<file path="src/hw/rtl/cdcs_pkg.sv">
`timescale 1ns / 1ps
package cdcs_pkg;
    localparam int CHANNELS_DEF    = 256;
    localparam int KERNEL_MAX_DEF  = 4;
    localparam int SAMPLE_BITS_DEF = 16;

    localparam logic [1:0] MODE_DATA   = 2'd0;
    localparam logic [1:0] MODE_WEIGHT = 2'd1;
    localparam logic [1:0] MODE_BIAS   = 2'd2;

    localparam logic [1:0] REG_CHANNELS = 2'd0;
    localparam logic [1:0] REG_TAPS     = 2'd1;
    localparam logic [1:0] REG_BIAS_EN  = 2'd2;

    typedef enum logic [2:0] {
        ST_IDLE,
        ST_READ,
        ST_TAP,
        ST_ROUND,
        ST_SIG,
        ST_MUL,
        ST_OUT
    } state_t;

    typedef struct packed {
        logic load;
        logic rd_start;
        logic tap_step;
        logic round;
        logic sig;
        logic mul;
        logic commit;
        logic out_take;
    } cmd_t;

    typedef struct packed {
        logic is_sample;
        logic is_load;
        logic last_tap;
    } status_t;

    function automatic logic [16:0] sig_lut(input logic [4:0] k);
        logic [16:0] r;
        case (k)
            5'd0: r = 17'd32768;   5'd1: r = 17'd40793;   5'd2: r = 17'd47911;
            5'd3: r = 17'd53581;   5'd4: r = 17'd57724;   5'd5: r = 17'd60565;
            5'd6: r = 17'd62428;   5'd7: r = 17'd63615;   5'd8: r = 17'd64357;
            5'd9: r = 17'd64816;   5'd10: r = 17'd65097;  5'd11: r = 17'd65269;
            5'd12: r = 17'd65374;  5'd13: r = 17'd65438;  5'd14: r = 17'd65476;
            5'd15: r = 17'd65500;
            default: r = 17'd65514;
        endcase
        return r;
    endfunction
endpackage

</file>
<file path="src/hw/rtl/cdcs_ctrl.sv">
`timescale 1ns / 1ps
module cdcs_ctrl
(
    input  logic               clk,
    input  logic               rst_n,
    input  logic               in_valid,
    output logic               in_ready,
    input  logic               out_ready,
    output logic               out_valid,
    input  cdcs_pkg::status_t  status,
    output cdcs_pkg::cmd_t     cmd
);
    cdcs_pkg::state_t state_reg, state_next;

    always_ff @(posedge clk or negedge rst_n)
    begin
        if (!rst_n)
            state_reg <= cdcs_pkg::ST_IDLE;
        else
            state_reg <= state_next;
    end

    always_comb
    begin
        state_next = state_reg;
        cmd        = '0;
        in_ready   = 1'b0;
        out_valid  = 1'b0;
        case (state_reg)
            cdcs_pkg::ST_IDLE:
            begin
                in_ready = 1'b1;
                if (in_valid)
                begin
                    cmd.load = 1'b1;
                    state_next = cdcs_pkg::ST_READ;
                end
            end
            cdcs_pkg::ST_READ:
            begin
                // loads are written here, samples start the tap walk
                if (status.is_sample)
                begin
                    cmd.rd_start = 1'b1;
                    state_next = cdcs_pkg::ST_TAP;
                end
                else
                    state_next = cdcs_pkg::ST_IDLE;
            end
            cdcs_pkg::ST_TAP:
            begin
                cmd.tap_step = 1'b1;
                if (status.last_tap)
                    state_next = cdcs_pkg::ST_ROUND;
            end
            cdcs_pkg::ST_ROUND:
            begin
                cmd.round = 1'b1;
                state_next = cdcs_pkg::ST_SIG;
            end
            cdcs_pkg::ST_SIG:
            begin
                cmd.sig = 1'b1;
                state_next = cdcs_pkg::ST_MUL;
            end
            cdcs_pkg::ST_MUL:
            begin
                cmd.mul = 1'b1;
                cmd.commit = 1'b1;
                state_next = cdcs_pkg::ST_OUT;
            end
            cdcs_pkg::ST_OUT:
            begin
                out_valid = 1'b1;
                if (out_ready)
                begin
                    cmd.out_take = 1'b1;
                    state_next = cdcs_pkg::ST_IDLE;
                end
            end
            default: state_next = cdcs_pkg::ST_IDLE;
        endcase
    end
endmodule

</file>
<file path="config.mk">
export PLATFORM = sky130hd
export DESIGN_NAME = cdcs_ctrl
export DESIGN_NICKNAME = d
export VERILOG_FILES = /design/src/hw/rtl/cdcs_pkg.sv /design/src/hw/rtl/cdcs_ctrl.sv
export SDC_FILE = /design/constraint.sdc
export NUM_CORES = 1
export LEC_CHECK = 0
export ABC_CLOCK_PERIOD_IN_PS = 2420
export BUFFER_PORTS_ARGS = -buffer_cell sky130_fd_sc_hd__buf_2
export CORE_AREA = 3 3 40 42
export CTS_CLUSTER_DIAMETER = 150
export DETAILED_ROUTE_END_ITERATION = 8
export DIE_AREA = 0 0 43 45
export GPL_TIMING_DRIVEN = 0
export HOLD_SLACK_MARGIN = 0.12
export PLACE_DENSITY = 0.55
export SYNTH_ARGS = -nofsm -noshare
export SYNTH_HDL_FRONTEND = slang
export SYNTH_SLANG_ARGS = --single-unit
</file>
<file path="constraint.sdc">
create_clock -name clk -period 2.42 [get_ports clk]
set_input_delay 0.484 -clock clk [delete_from_list [all_inputs] [get_ports clk]]
set_output_delay 0.484 -clock clk [all_outputs]
set_load 0.005 [all_outputs]
</file>
# == Word-level counts from Yosys, hierarchy flattened ==
# Cells that the tools add are included.
# op_classes
add_sub_neg,0
n_eq_ne,9
shifts,0
n_reduce_logical,2
order_cmp,0
n_div,0
n_mux,17
multipliers,0
n_bitwise,0
# op_table
operator,count
$pmux 3 s7,1
$mux 1,11
$eq 3x3->1 const B,3
$mux 3,3
$eq 3x2->1 const B,2
$ne 2x2->1 const B,3
$mux 2,2
$eq 3x1->1 const B,1
$logic_not 3->1,1
$reduce_and 3->1,1
# word_totals
ramBits,0
ff_bits,3
latchBits,0
rom_bits,0
memories,0

# == Logic depth before layout (Yosys ltp) ==
# Gate-level depths: netlist of the first run.
# depth
depth_word,3
mapped_depth,4
depth_no_buf,2

# == Least setup slack after synthesis of the first run ==
# OpenSTA, ideal clock, no wires.
# synth_path
kind,register to output
startpoint,register state_reg[0]
endpoint,output cmd[0] in the netlist's numbering
setup_slack_ns,1.092
t_arrival_ns,0.844
path_stages_with_launch,4
required_ns,1.936
cell_sequence,dfrtp_1 > buf_6 > and3b_1 > and2_1
# synth_rtl
element,line_no,source
start: declaration,cdcs_ctrl.sv:13,"cdcs_pkg::state_t state_reg, state_next;"
start signal: assignment,cdcs_ctrl.sv:18,state_reg <= cdcs_pkg::ST_IDLE;
start signal: assignment,cdcs_ctrl.sv:20,state_reg <= state_next;
end: declaration,cdcs_ctrl.sv:11,output cdcs_pkg::cmd_t cmd

==> flow_summary.toml, run 1 <==
[yosys]
syn-cell-area_um2 = 256.5
ys_top_cells_by_area = "dfrtp_1, buf_6, nor3_4"
ys_top_cells_by_count = "buf_6, dfrtp_1, and2_1, nor2_1, o21ai_0"
synth_edf_count = 0
synth_top_cell_by_area = "dfrtp_1"
synth_warnings = 0
avgSynthCellArea_um2 = 9.865
syn_nets = 33
async_flop_share = 1.000
ys.flop_type = "dfrtp_1"
ys_seq_area_frac = 0.2927
synth_top_area_share = 0.2927
synthCells = 26
synth.distinct_cells = 19
yosys_register_bits = 3

[floorplanning]
die_h_um = 45
io_pins = 17
die_w_um = 43
initial_core_util = 0.1996
dieArea_um2 = 1935
rows = 13
core_area_um2 = 1285

[grt]
grt_pass1_vias = 248
grt_max_degree = 11
busiest_layer = "met2"
grt_pass1_wl_um = 986
antenna_found_initial = 0
gr-usage-met3 = 0.03187
grt_util_met1 = 0.07971
grtUsageTotal = 0.06833
grt.met2_usage = 0.1048
grt-ovfl-total = 0

[timing]
slew_headroom = 0.8550
fin_crit_ns = 1.675
worst_pin_slew_ns = 0.2162
setup_viol = 0
finalHoldViolations = 0
final.setup.tns_ns = 0
maxSlewViolCount = 0
max_freq_mhz = 597.1
period_share = 0.6921
skew_ns = 0.001514
rsz0062_at_grt = "false"

[drt]
wl_per_cell_um = 9.607
via_per_inst = 4.049
drt-initial-drc-count = 0
drt_wl_total_um = 586
first_pass_iters = 1
vias = 247
drc = 0
antenna_left = 0

[clock_tree]
cts.sinks = 3
hold_buffers = 1
numCtsBuffers = 3
post_cts_buffers = 0
clk-insertion-delay-late_ns = 0.22
cts.repair.resized = 0
cts-root-buf = "clkbuf_4"
cts_buffer_depth = 2
cts_tree = "built"
clkTransAtPathRegs_ns = 0.04
htree_levels = 1

[pwr]
finalPower_w = 0.0004528
p_leak_nw = 0.2072
power_density_nw_per_um2 = 1171
ir_drop_mv = 0.3847

[setup_path]
cp_max_fo = 10
cp_cell_sequence = "buf_6 -> and3b_1 -> and2_1 -> buf_2"
arrival_ns = 1.19
cp-end-kind = "primary output"
critical_path_class = "register to primary output"
cp.required_ns = 1.94
max_stage_delay_ns = 0.39
cpLargestDelayFamily = "flip-flops"
worst_path_max_delay_cell = "dfrtp_1"
cp-start-kind = "register"
path_buf_inv = 2

[finish]
post-route-util = 0.3009
register_area_um2 = 75.07
multiInputGateArea_um2 = 140.1
largest_register_ff_count = 3
num-fill-cells = 150
fin_nets = 54
diodes = 0
layout-drive-gt1-share = 0.5870
synthToLayoutAreaGrowth_pct = 50.73

[place]
io_buffers = 15
place.gp.congestion = 0.6486

[worst_hold_path]
hp-class = "input pin to register"

[job]
max-cap-violations = 0

[outcome]
outcome = "finished, final reports clean"
==> logic make-up (layout without fill, tap and decap cells) <==
kind of cell           after synthesis  in the layout  share of synthesized area
flip-flops                           3              3                     0.2927
AND/OR/NAND/NOR                     14             14                     0.4244
buffers and inverters                4             24                     0.1610
AO/OA/AOI/OAI                        5              5                     0.1220
==> worst paths after layout <==
path                            depth (start not counted)            to         start  slack (ns)
worst max-delay path                                    4        cmd[0]  state_reg[2]        0.75
worst min-delay path                                    3  state_reg[0]     status[0]        0.52
worst max register to register                          3  state_reg[2]  state_reg[1]        1.45
worst min register to register                          2  state_reg[0]  state_reg[0]        0.57
max in group asynchronous                               2  state_reg[2]         rst_n        1.73
min in group asynchronous                               2  state_reg[0]         rst_n        0.59
==> per-stage QoR <==
step | cell area [um2] | instances | hold slack [ns] | setup slack (ns)
final | 386.6 | 61 | 0.5242 | 0.7452
after detailed placement | 350.3 | 56 | 0.2831 | 0.9808
after global placement | 350.3 | 56 | 0.2819 | 0.9830
after floorplan | 256.5 | 26 | 0.1884 | 1.092
after CTS | 386.6 | 61 | 0.5231 | 0.7273
after global routing | 386.6 | 61 | 0.5417 | 0.6775
==> placed cells by master, fill, tap and decap left out, drive strengths merged <==
cell type    Yosys  final
nand2            1      1
nand2b           2      2
clkbuf           0      4
a21o             1      1
and3b            2      2
nor2             2      2
a211oi           1      1
and2             3      3
nor3b            1      1
dlygate4sd3      0      1
o21ai            2      2
nor3             2      2
dfrtp            3      3
o22ai            1      1
and4bb           1      1
buf              4     19
==> metal layers <==
layer / wire [um] / up-vias
met5: 0 / -
li1: - / 130
met2: 292 / 8
met1: 243 / 109
met4: 0 / 0
met3: 50 / 0
==> worst reg2reg max path, cell delays in order (launching register included) <==
cell and delay [ns]:
dfrtp_1 0.38, buf_6 0.15, and3b_4 0.19, a21o_1 0.14
==> report_power, final <==
part / switching (W) / total, W / internal (W)
clock: 0.0000225 / 0.0000841 / 0.0000616
combinational: 0.000126 / 0.000279 / 0.000153
sequential: 0.0000155 / 0.0000897 / 0.0000742
==> cell type report <==
class                           count  share of cell area
Buffer                              4              0.1068
Tap cell                           15             0.04854
Multi-Input combinational cell     19              0.3625
Sequential cell                     3              0.1942
Clock buffer                        4             0.06796
Timing Repair Buffer               16              0.2201
Note: power is estimated with default switching activity, not from simulation.
==> inputs of run 2 (changes only) <==
Settings changed: ABC_AREA from default to 1, ABC_CLOCK_PERIOD_IN_PS 2420 to 1500, PLACE_DENSITY 0.55 to 0.54.
Clock period 2.42 ns to 1.5 ns, I/O delays scaled along.
==> run 2 against run 1 <==
  * Highest routed layer unchanged
  * Sequential power rose by 100%
  * Critical endpoint is now cmd[7]
  * Clock power rose by 70%
  * Sequential share of layout area fell by 1.3 points
  * Cell count rose by 31%
  * Area after synthesis fell by 11%
  * Via count rose by 22%
  * Design area rose by 8.7%
  * First-iteration DRC count rose by 3
  * Critical path depth rose by 2
==> flow_summary.toml, run 2 <==
[floorplanning]
dieArea_um2 = 1935
initial_core_util = 0.1782
io_pins = 17
die_h_um = 45
core_area_um2 = 1285
rows = 13
die_w_um = 43

[grt]
grt_pass1_vias = 253
grt_pass1_wl_um = 938
antenna_found_initial = 0
grt-ovfl-total = 0
grtUsageTotal = 0.06934
grt_max_degree = 8

[drt]
wl_per_cell_um = 7.938
antenna_left = 0
via_per_inst = 3.763
drt_wl_total_um = 635
drc = 0
first_pass_iters = 4
vias = 301
drt-initial-drc-count = 3

[worst_hold_path]
hp-class = "input pin to register"

[yosys]
synthCells = 39
ys_seq_area_frac = 0.3279
ys_top_cells_by_count = "inv_1, nor2_1, nand2_1"
async_flop_share = 1.000
synth_edf_count = 0
ys.flop_type = "dfrtp_1"
synth_top_cell_by_area = "dfrtp_1"
yosys_register_bits = 3
ys_top_cells_by_area = "dfrtp_1, inv_1, nor2_1"
synth.distinct_cells = 11
synth_warnings = 0
syn_nets = 46
synth_top_area_share = 0.3279
avgSynthCellArea_um2 = 5.871
syn-cell-area_um2 = 229.0

[place]
place.gp.congestion = 0.7488
dp_hpwl_um = 462.6
pre_cts_slack_ns = 0.1875
place_inst = 69
io_buffers = 15

[setup_path]
critical_path_class = "register to primary output"
cp_max_fo = 5
arrival_ns = 1.16
cp-start-kind = "register"
worst_path_max_delay_cell = "dfrtp_1"
cp.required_ns = 1.20
cp_cell_sequence = "inv_2 -> nand2_2 -> nor2_4 -> inv_1 -> nor2_1 -> buf_2"
max_stage_delay_ns = 0.40
cp-end-kind = "primary output"

[timing]
setup_viol = 0
hold_ws_ns = 0.2884
maxSlewViolCount = 0
skew_ns = 0.002898
fin_crit_ns = 1.457
period_share = 0.9715
worst_pin_slew_ns = 0.2358
finalHoldViolations = 0
slew_headroom = 0.8416
layout_setup_ws_ns = 0.04274
max_freq_mhz = 686.2
final.setup.tns_ns = 0
rsz0062_at_grt = "true"

[finish]
final_cell_mix = "buf_2, inv_1, nor2_1"
layout_commonest_cell = "buf_2"
layout.cells.non_filler = 80
post-route-util = 0.3272
diodes = 0
largest_register_ff_count = 3
synthToLayoutAreaGrowth_pct = 83.61
layout-drive-gt1-share = 0.4923
fin_nets = 73

[clock_tree]
clkTransAtPathRegs_ns = 0.03
cts_tree = "built"
cts-root-buf = "clkbuf_4"
cts_buffer_depth = 2
htree_levels = 1
numCtsBuffers = 3
cts.sinks = 3
clk-insertion-delay-late_ns = 0.23

[outcome]
outcome = "finished, final reports clean"

[pwr]
power_density_nw_per_um2 = 1947
ir_drop_mv = 0.9051
p_leak_nw = 0.2827

[job]
max-cap-violations = 0
-- run 2: cell count changes in the layout (fill, tap and decap cells not counted), sizes merged, moves of 2 or more --
cell and delta:
a21oi +2, and2 -3, and3b -2, buf +3
inv +11, nand2 +5, nand2b -2, nand3 +3
nor2 +8
-- run 2: repair_timing --
action / in CTS / in global routing
resized for setup: 2 / 4
endpoints found under the hold margin: 3 / 0
endpoints found under the setup margin: 1 / 3
pin swaps: 0 / 1
buffers inserted: 0 / 6
hold buffers: 1 / 0
-- run 2: layout make-up --
cell class / instances / area [um2]
timing repair buffer: 22 / 130.1
buffer: 1 / 7.507
clock buffer: 4 / 26.28
sequential: 3 / 76.32
fill: 154 / 864.6
multi-input combinational: 24 / 120.1
tap: 15 / 18.77
inverter: 11 / 41.29
-- run 2: worst max-delay path, delay by kind of cell, from the launching register on --
family | cells | cell delay, ns
flip-flops | 1 | 0.40
AND/OR/NAND/NOR | 3 | 0.27
buffers and inverters | 3 | 0.25
-- run 2: worst paths after layout --
kind	startpoint	endpoint	slack (ns)	cells after the start
worst max-delay path	state_reg[1]	cmd[7]	0.04	6
max in group asynchronous	rst_n	state_reg[2]	0.99	2
worst max register to register	state_reg[2]	state_reg[0]	0.45	5
worst min-delay path	out_ready	state_reg[2]	0.29	2
worst min register to register	state_reg[2]	state_reg[2]	0.63	2
min in group asynchronous	rst_n	state_reg[0]	0.39	2
-- run 2: report_power, final --
group	total (W)	leakage, nW	internal (W)	switching [W]
combinational	0.000497	0.232	0.000259	0.000238
clock	0.000143	0.0150	0.0000998	0.0000430
sequential	0.000179	0.0359	0.000125	0.0000539
total	0.000818	0.283	0.000483	0.000335
-- run 2: per-stage QoR --
stage | instance area (um2) | total power, W
after global routing | 420.4 | 0.0009128
after detailed placement | 322.8 | 0.0005192
after floorplan | 229.0 | 0.0003896
after CTS | 361.6 | 0.0006824
final | 420.4 | 0.0008184
after global placement | 322.8 | 0.0005168
-- run 2: logic make-up after synthesis --
logic type | Yosys count | share of synthesized area
compound gates | 3 | 0.06555
flops | 3 | 0.3279
buf+inv | 12 | 0.2131
simple gates | 21 | 0.3935
-- run 2: routing by layer --
layer,wire [um],global-route usage,part of all wire,vias to the layer above
met5,0,0,0,-
li1,-,-,-,168
met3,99,0.08367,0.16,0
met4,0,0,0,0
met1,266,0.07543,0.42,119
met2,270,0.09281,0.43,14
==> inputs of run 3 (changes only) <==
Settings changed: GPL_TIMING_DRIVEN 0 to default.
==> run 3 against run 2 <==
  * Global-route usage grew 0.084 points
  * Sequential cell count is the same
  * Routed wire length shrank 8.2%
  * Clock power is essentially flat
  * Die area is the same
  * Register-to-register slack is essentially flat
  * Combinational power shrank 19%
  * Critical endpoint unchanged
  * Largest cell class is now multi-input gates
==> flow_summary.toml, run 3 (synthesis gave the netlist of run 2 again) <==
[pwr]
p_leak_nw = 0.2563
finalPower_w = 0.0007254
power_density_nw_per_um2 = 1920
ir_drop_mv = 0.7533

[timing]
hold_ws_ns = 0.2846
rsz0062_at_grt = "true"
max_freq_mhz = 689.3
finalHoldViolations = 0
skew_ns = 0.003094
fin_crit_ns = 1.451
slew_headroom = 0.8351
layout_setup_ws_ns = 0.04927
maxSlewViolCount = 0
period_share = 0.9672
worst_pin_slew_ns = 0.2454
setup_viol = 0

[clock_tree]
clkTransAtPathRegs_ns = 0.04
cts.sinks = 3
cts_buffer_depth = 2
numCtsBuffers = 3
clk-insertion-delay-late_ns = 0.24
htree_levels = 1
cts-root-buf = "clkbuf_4"
cts_tree = "built"

[place]
pre_cts_slack_ns = 0.2088
io_buffers = 15
place_area_um2 = 315.3
place.gp.congestion = 0.7494
dp_hpwl_um = 442

[drt]
first_pass_iters = 3
antenna_left = 0
drt-initial-drc-count = 6
vias = 280
via_per_inst = 3.733
wl_per_cell_um = 7.773
drc = 0
drt_wl_total_um = 583

[finish]
fin_nets = 68
final_cell_mix = "buf_2, inv_1, nor2_1"
diodes = 0
num-fill-cells = 152
largest_register_ff_count = 3
layout_commonest_cell = "buf_2"
multiInputGateArea_um2 = 115.1
design_area_um2 = 377.9
layout-drive-gt1-share = 0.4333
register_area_um2 = 76.32
synthToLayoutAreaGrowth_pct = 65.03
post-route-util = 0.2941

[floorplanning]
dieArea_um2 = 1935
core_area_um2 = 1285
die_h_um = 45
die_w_um = 43
initial_core_util = 0.1782
rows = 13
io_pins = 17

[setup_path]
cp-start-kind = "register"
cp.required_ns = 1.20
arrival_ns = 1.15
cp-end-kind = "primary output"
cp_max_fo = 5
critical_path_class = "register to primary output"

[grt]
grt_max_degree = 8
grt_pass1_wl_um = 890
grt_pass1_vias = 234
grt-ovfl-total = 0
grtUsageTotal = 0.07018
antenna_found_initial = 0

[outcome]
outcome = "finished, final reports clean"

[job]
max-cap-violations = 0

[worst_hold_path]
hp-class = "input pin to register"
-- run 3: cell types whose count changed in the layout (fill, tap and decap cells not counted), sizes merged --
cell and change:
buf -5
-- run 3: report_power, final --
part	internal [W]	switching, W
combinational	0.000186	0.000215
sequential	0.000125	0.0000537
clock	0.0000999	0.0000459
-- run 3: critical path: stages, from the launching register on --
cell,delay [ns]
dfrtp_1,0.40
inv_2,0.10
nand2_2,0.08
nor2_4,0.12
inv_1,0.04
nor2_1,0.07
buf_2,0.11
-- run 3: stage by stage --
step	cells	setup TNS (ns)
detailed placement	68	0
floorplan	39	0
global placement	68	0
global route	75	-0.03566
CTS	73	0
finish	75	0
-- run 3: worst paths after layout --
| check | from | end | slack (ns) | cells after the start |
|---|---|---|---|---|
| worst min register to register | state_reg[2] | state_reg[2] | 0.62 | 2 |
| worst max register to register | state_reg[2] | state_reg[0] | 0.46 | 5 |
| worst max-delay path | state_reg[1] | cmd[7] | 0.05 | 6 |
| min in group asynchronous | rst_n | state_reg[0] | 0.38 | 2 |
| worst min-delay path | out_ready | state_reg[2] | 0.28 | 2 |
| max in group asynchronous | rst_n | state_reg[2] | 1.00 | 2 |
-- run 3: layer usage --
metal,vias to the layer above,global-route usage,part of all wire,wire length (um)
met5,-,0,0,0
met4,0,0.03614,0.010,6
met3,2,0.07171,0.16,94
met2,14,0.08383,0.37,217
met1,108,0.07786,0.45,265
li1,156,-,-,-
-- run 3: what timing repair did --
item | in CTS | in global routing
pin swaps | 0 | 1
endpoints found under the hold margin | 3 | 0
gates cloned | 0 | 0
gates resized for setup | 2 | 3
endpoints found under the setup margin | 1 | 4
hold buffers | 1 | 0
setup buffers | 0 | 2
-- run 3: cell type report --
cell class,instances,share of cell area
Sequential cell,3,0.2020
Timing Repair Buffer,18,0.2649
Tap cell,15,0.04967
Multi-Input combinational cell,24,0.3046
Inverter,11,0.1093
Clock buffer,4,0.06954
